$ cat config.mk
export PLATFORM = sky130hd
export DESIGN_NAME = rfb_ctrl
export DESIGN_NICKNAME = d
export VERILOG_FILES = /design/src/rtl/rfb_pkg.sv /design/src/rtl/rfb_ctrl.sv
export SDC_FILE = /design/constraint.sdc
export NUM_CORES = 1
export LEC_CHECK = 0
export BUFFER_PORTS_ARGS = -buffer_cell sky130_fd_sc_hd__buf_2
export CORE_MARGIN = 2
export CORE_UTILIZATION = 47
export CTS_CLUSTER_SIZE = 24
export DETAILED_ROUTE_END_ITERATION = 8
export PLACE_DENSITY_LB_ADDON = 0.1
export SYNTH_ARGS = -nofsm -noshare
export SYNTH_HDL_FRONTEND = slang
export SYNTH_SLANG_ARGS = --single-unit
export TNS_END_PERCENT = 10
$ cat constraint.sdc
create_clock -name clk -period 5.2 [get_ports clk]
set_input_delay 0.52 -clock clk [delete_from_list [all_inputs] [get_ports clk]]
set_output_delay 0.52 -clock clk [all_outputs]
set_load 0.03 [all_outputs]
$ cat src/rtl/rfb_pkg.sv
`timescale 1ns / 1ps

package rfb_pkg;

    localparam int SLOT_COUNT_DEF = 1024;

    localparam int CFG_W  = 11;
    localparam int SEQ_W  = 16;
    localparam int TS_W   = 32;
    localparam int SRC_W  = 32;
    localparam int POS_W  = 10;
    localparam int SLOT_W = 2 + SEQ_W + TS_W;

    localparam logic [CFG_W-1:0] MAX_FRAME_RST = 11'd200;

    localparam logic OP_PUSH = 1'b0;
    localparam logic OP_POP  = 1'b1;

    typedef enum logic [3:0] {
        ST_INIT,
        ST_IDLE,
        ST_PUSH_CHK,
        ST_SRC_CLR,
        ST_FULL_FREE,
        ST_HEAD_RD,
        ST_HEAD_EV,
        ST_ERR_CLR,
        ST_POP_START,
        ST_POP_SCAN,
        ST_POP_FREE,
        ST_OUT
    } rfb_state_t;

    typedef struct packed {
        logic load_in;
        logic premark;
        logic src_take;
        logic full_flag;
        logic sweep_all_start;
        logic sweep_head_start;
        logic sweep_step;
        logic sweep_end_clear;
        logic sweep_end_free;
        logic push_eval;
        logic err_flag;
        logic scan_start;
        logic scan_step;
        logic out_load;
    } rfb_cmd_t;

    typedef struct packed {
        logic marker_seen;
        logic src_differs;
        logic table_full;
        logic last_all;
        logic last_free;
        logic last_pop;
        logic pos_bad;
        logic fill_empty;
        logic scan_found;
        logic too_large;
        logic scan_end;
        logic out_free;
    } rfb_status_t;

endpackage

$ cat src/rtl/rfb_ctrl.sv
`timescale 1ns / 1ps

module rfb_ctrl (
    input  logic                clk,
    input  logic                rst_n,
    input  logic                in_valid,
    input  logic                in_opcode,
    output logic                in_ready,
    input  rfb_pkg::rfb_status_t sts,
    output rfb_pkg::rfb_cmd_t    cmd
);

    import rfb_pkg::*;

    rfb_state_t state_reg;
    rfb_state_t state_next;

    always_ff @(posedge clk or negedge rst_n)
    begin
        if (!rst_n)
        begin
            state_reg <= ST_INIT;
        end
        else
        begin
            state_reg <= state_next;
        end
    end

    always_comb
    begin
        state_next = state_reg;
        unique case (state_reg)
            ST_INIT:
            begin
                if (sts.last_all)
                    state_next = ST_IDLE;
            end
            ST_IDLE:
            begin
                if (in_valid)
                    state_next = (in_opcode == OP_POP) ? ST_POP_START : ST_PUSH_CHK;
            end
            ST_PUSH_CHK:
            begin
                if (!sts.marker_seen)
                    state_next = ST_OUT;
                else if (sts.src_differs)
                    state_next = ST_SRC_CLR;
                else if (sts.table_full)
                    state_next = ST_FULL_FREE;
                else
                    state_next = ST_HEAD_RD;
            end
            ST_SRC_CLR:
            begin
                if (sts.last_all)
                    state_next = ST_HEAD_RD;
            end
            ST_FULL_FREE:
            begin
                if (sts.last_free)
                    state_next = ST_HEAD_RD;
            end
            ST_HEAD_RD:
            begin
                state_next = ST_HEAD_EV;
            end
            ST_HEAD_EV:
            begin
                state_next = sts.pos_bad ? ST_ERR_CLR : ST_OUT;
            end
            ST_ERR_CLR:
            begin
                if (sts.last_all)
                    state_next = ST_OUT;
            end
            ST_POP_START:
            begin
                state_next = sts.fill_empty ? ST_OUT : ST_POP_SCAN;
            end
            ST_POP_SCAN:
            begin
                if (sts.scan_found)
                    state_next = sts.too_large ? ST_OUT : ST_POP_FREE;
                else if (sts.scan_end)
                    state_next = ST_OUT;
            end
            ST_POP_FREE:
            begin
                if (sts.last_pop)
                    state_next = ST_OUT;
            end
            ST_OUT:
            begin
                if (sts.out_free)
                    state_next = ST_IDLE;
            end
            default:
            begin
                state_next = ST_INIT;
            end
        endcase
    end

    always_comb
    begin
        cmd      = '0;
        in_ready = 1'b0;
        unique case (state_reg)
            ST_INIT:
            begin
                cmd.sweep_step      = 1'b1;
                cmd.sweep_end_clear = sts.last_all;
            end
            ST_IDLE:
            begin
                in_ready    = 1'b1;
                cmd.load_in = in_valid;
            end
            ST_PUSH_CHK:
            begin
                if (!sts.marker_seen)
                begin
                    cmd.premark = 1'b1;
                end
                else
                begin
                    cmd.src_take = 1'b1;
                    if (sts.src_differs)
                    begin
                        cmd.sweep_all_start = 1'b1;
                    end
                    else if (sts.table_full)
                    begin
                        cmd.full_flag        = 1'b1;
                        cmd.sweep_head_start = 1'b1;
                    end
                end
            end
            ST_SRC_CLR, ST_ERR_CLR:
            begin
                cmd.sweep_step      = 1'b1;
                cmd.sweep_end_clear = sts.last_all;
            end
            ST_FULL_FREE:
            begin
                cmd.sweep_step     = 1'b1;
                cmd.sweep_end_free = sts.last_free;
            end
            ST_HEAD_RD:
            begin
                cmd = '0;
            end
            ST_HEAD_EV:
            begin
                if (sts.pos_bad)
                begin
                    cmd.err_flag        = 1'b1;
                    cmd.sweep_all_start = 1'b1;
                end
                else
                begin
                    cmd.push_eval = 1'b1;
                end
            end
            ST_POP_START:
            begin
                cmd.scan_start = !sts.fill_empty;
            end
            ST_POP_SCAN:
            begin
                cmd.scan_step        = 1'b1;
                cmd.sweep_head_start = sts.scan_found && !sts.too_large;
            end
            ST_POP_FREE:
            begin
                cmd.sweep_step     = 1'b1;
                cmd.sweep_end_free = sts.last_pop;
            end
            ST_OUT:
            begin
                cmd.out_load = sts.out_free;
            end
            default:
            begin
                cmd = '0;
            end
        endcase
    end

endmodule

==> metrics.csv <==
stage,metric,value,unit
synth,Post-Syn Nets,100,
cells_and_area,share of cells above drive strength 1,0.336,
pwr,power per cell area,591,mW/mm^2
global_route,global-route wire length before repair,2660,um
worst_setup_path,CP peak stage delay,0.63,ns
sta,max_slew headroom,0.604,
clocking,post-CTS setup buffers,0,
floorplanning,initial cell density of the core,0.528,
synth,syn avg cell area,7.27,sq um
pwr,Peak VDD IR,0.408,mV
worst_setup_path,FF-to-FF Start,state_reg[0],
synth,most used flip-flop cell after synthesis,dfrtp_1,
min_path,Hold Path Class,in -> async,
cells_and_area,area grow syn2layout,25.6,%
worst_setup_path,CP Class,reg -> out,
global_route,All-Layer GR Usage,0.250,
synth,post-synthesis sequential area ratio,0.164,
cells_and_area,max FFs per register,4,
synth,post-synthesis register bit count,4,
clocking,clock sink count,4,
synth,Synth Warn #,0,
worst_setup_path,Register-to-Register Setup Slack,2.99,ns
floorplanning,die width,40.0,um
sta,Sum Neg Setup Slack,0,ns
route,Routed Antenna Nets,0,
global_route,total gr overflow,0,
worst_setup_path,worst path required time,4.68,ns
sta,Tightest Pin Transition,0.594,ns
route,final wirelength,1660,um
route,detailed-route via count,734,
clocking,"Reg clk slew, reported paths",0.04,ns
cells_and_area,Finished Cell Area,767,sq um
floorplanning,Die H,40.0,um
place,Area after DPL,744,sq um
sta,fin. max-slew vios,0,
clocking,# hold bufs at CTS,0,
floorplanning,die area,0.00160,sq mm
floorplanning,cell row count,12,
cells_and_area,Final Util,0.663,
clocking,worst skew pair latency,0.23,ns
clocking,Clock Path Buffers,2,
floorplanning,core area,0.00116,sq mm
worst_setup_path,Worst setup EP type,primary output,
sta,skew final,0.00229,ns
synth,Post-Syn Area,611,sq um
global_route,vias in the first global route,607,
clocking,Num CTS Buffers,3,
status,status,"complete, no violations",
worst_setup_path,Crit path arrival time,2.15,ns
job,max cap viols,0,
synth,"Distinct cells, synth",40,
cells_and_area,ANT cells,0,
worst_setup_path,r2r endpoint,state_reg[0],
route,DR iter-0 viols,20,
worst_setup_path,beginning of the critical path,state_reg[0],
clocking,htree depth,1,
sta,final hold viol count,0,
cells_and_area,NumNets Final,128,
pwr,Tot Pwr,0.453,mW
place,DPL Wire Length,1250,um
sta,# setup viols final,0,
clocking,CTS tree,built,
route,DR WL/cell,13.4,um
route,drt via density,5.92,
clocking,Clock Tree Root,clkbuf_4,
global_route,initial antenna violation count,0,
synth,Post-synth EDFFs,0,
sta,final period utilization,0.514,
cells_and_area,Fillers,113,
route,drt first pass iters,4,
floorplanning,num ports,31,
global_route,pin count of the biggest net entering global routing,25,
worst_setup_path,startpoint types,flop,
worst_setup_path,Worst Setup EP,cmd[8],
worst_setup_path,"Slowest-stage cell, CP",or4b_1,
sta,Period minus WS final,2.67,ns
synth,Mapped Cells,84,
clocking,post-CTS sizing,0,
synth,Post-synth ARST share,1.00,
route,# DRC,0,
sta,highest clock rate,374,MHz
place,port buffer count,30,
pwr,leakage,0.383,nW
place,placer congestion estimate,0.834,
worst_setup_path,r2r worst-path depth,4,
worst_setup_path,cells along the critical path,"or4b_1, nor3b_1, and2_1, a21o_1, buf_2",
sta,RSZ-0062 raised after global routing,false,
worst_setup_path,critical-path maximum fanout,24,
## final cells by class
type / count / area [sq um] / area share
multi-input cells: 68 / 458 / 0.597
repair buffers: 30 / 150 / 0.196
flip-flops and latches: 4 / 100 / 0.131
clock buffers: 3 / 22.5 / 0.0294
inverters: 5 / 18.8 / 0.0245
well taps: 14 / 17.5 / 0.0228
## layout by cell type, fill, tap and decap left out, drive strengths merged, types with 2 or more instances in the layout
master	count
nor2	6
dfrtp	4
o21a	2
a21oi	6
nor2b	2
or3	4
inv	5
nand2b	6
nand2	3
clkbuf	3
o31ai	2
o32ai	2
o32a	2
nor3b	3
nor3	4
and2	2
buf	30
or4b	2
and3	4
## cell usage after synthesis (3+ instances only)
cell type	count	area [sq um]
clkbuf_1	3	11.3
and3_1	4	25.0
or3_1	4	25.0
nor3b_1	3	22.5
a21oi_1	6	30.0
buf_2	3	15.0
nor3_1	4	20.0
inv_1	4	15.0
dfrtp_1	4	100
nand2_1	3	11.3
nor2_1	6	22.5
nand2b_1	6	37.5
## worst min path at each step
| stage | to | cells past startpoint |
|---|---|---|
| 2_1_floorplan | state_reg[0] | 0 |
| 3_3_place_gp | state_reg[1] | 1 |
| 3_5_place_dp | state_reg[1] | 1 |
| 4_1_cts | state_reg[1] | 1 |
| 5_1_grt | state_reg[1] | 1 |
| 6_report | state_reg[1] | 1 |
## where the power goes
group	switching, mW	internal, mW	total, mW
Clock	0.0110	0.0257	0.0367
Combinational	0.168	0.138	0.305
Sequential	0.0657	0.0457	0.111
## logic make-up after synthesis
logic type,synth area share
and+or+nand+nor,0.420
AOI/OAI and AO/OA,0.289
DFF,0.164
muxes,0.0410
buffers and inverters,0.0860
## per-stage QoR
step | setup slack (ns) | cells | hold WS [ns]
finish | 2.53 | 124 | 0.0856
global route | 2.41 | 124 | 0.0836
CTS | 2.55 | 124 | 0.0793
floorplan | 2.75 | 84 | 0.224
detailed placement | 2.80 | 121 | 0.325
global placement | 2.85 | 121 | 0.324
## critical path, delay by kind of cell, from the launching register on
kind            cells  cell delay [ns]
simple gates        3             1.08
flops               1             0.58
buf+inv             1             0.18
compound gates      1             0.08
## routing by layer
layer / vias to the layer above / track usage / routed length [um]
met4: 0 / 0.0776 / 0
met5: - / 0 / 0
met2: 28 / 0.403 / 785
met3: 0 / 0.0500 / 89
met1: 327 / 0.329 / 784
li1: 379 / - / -
(Power assumes the default switching activity.)
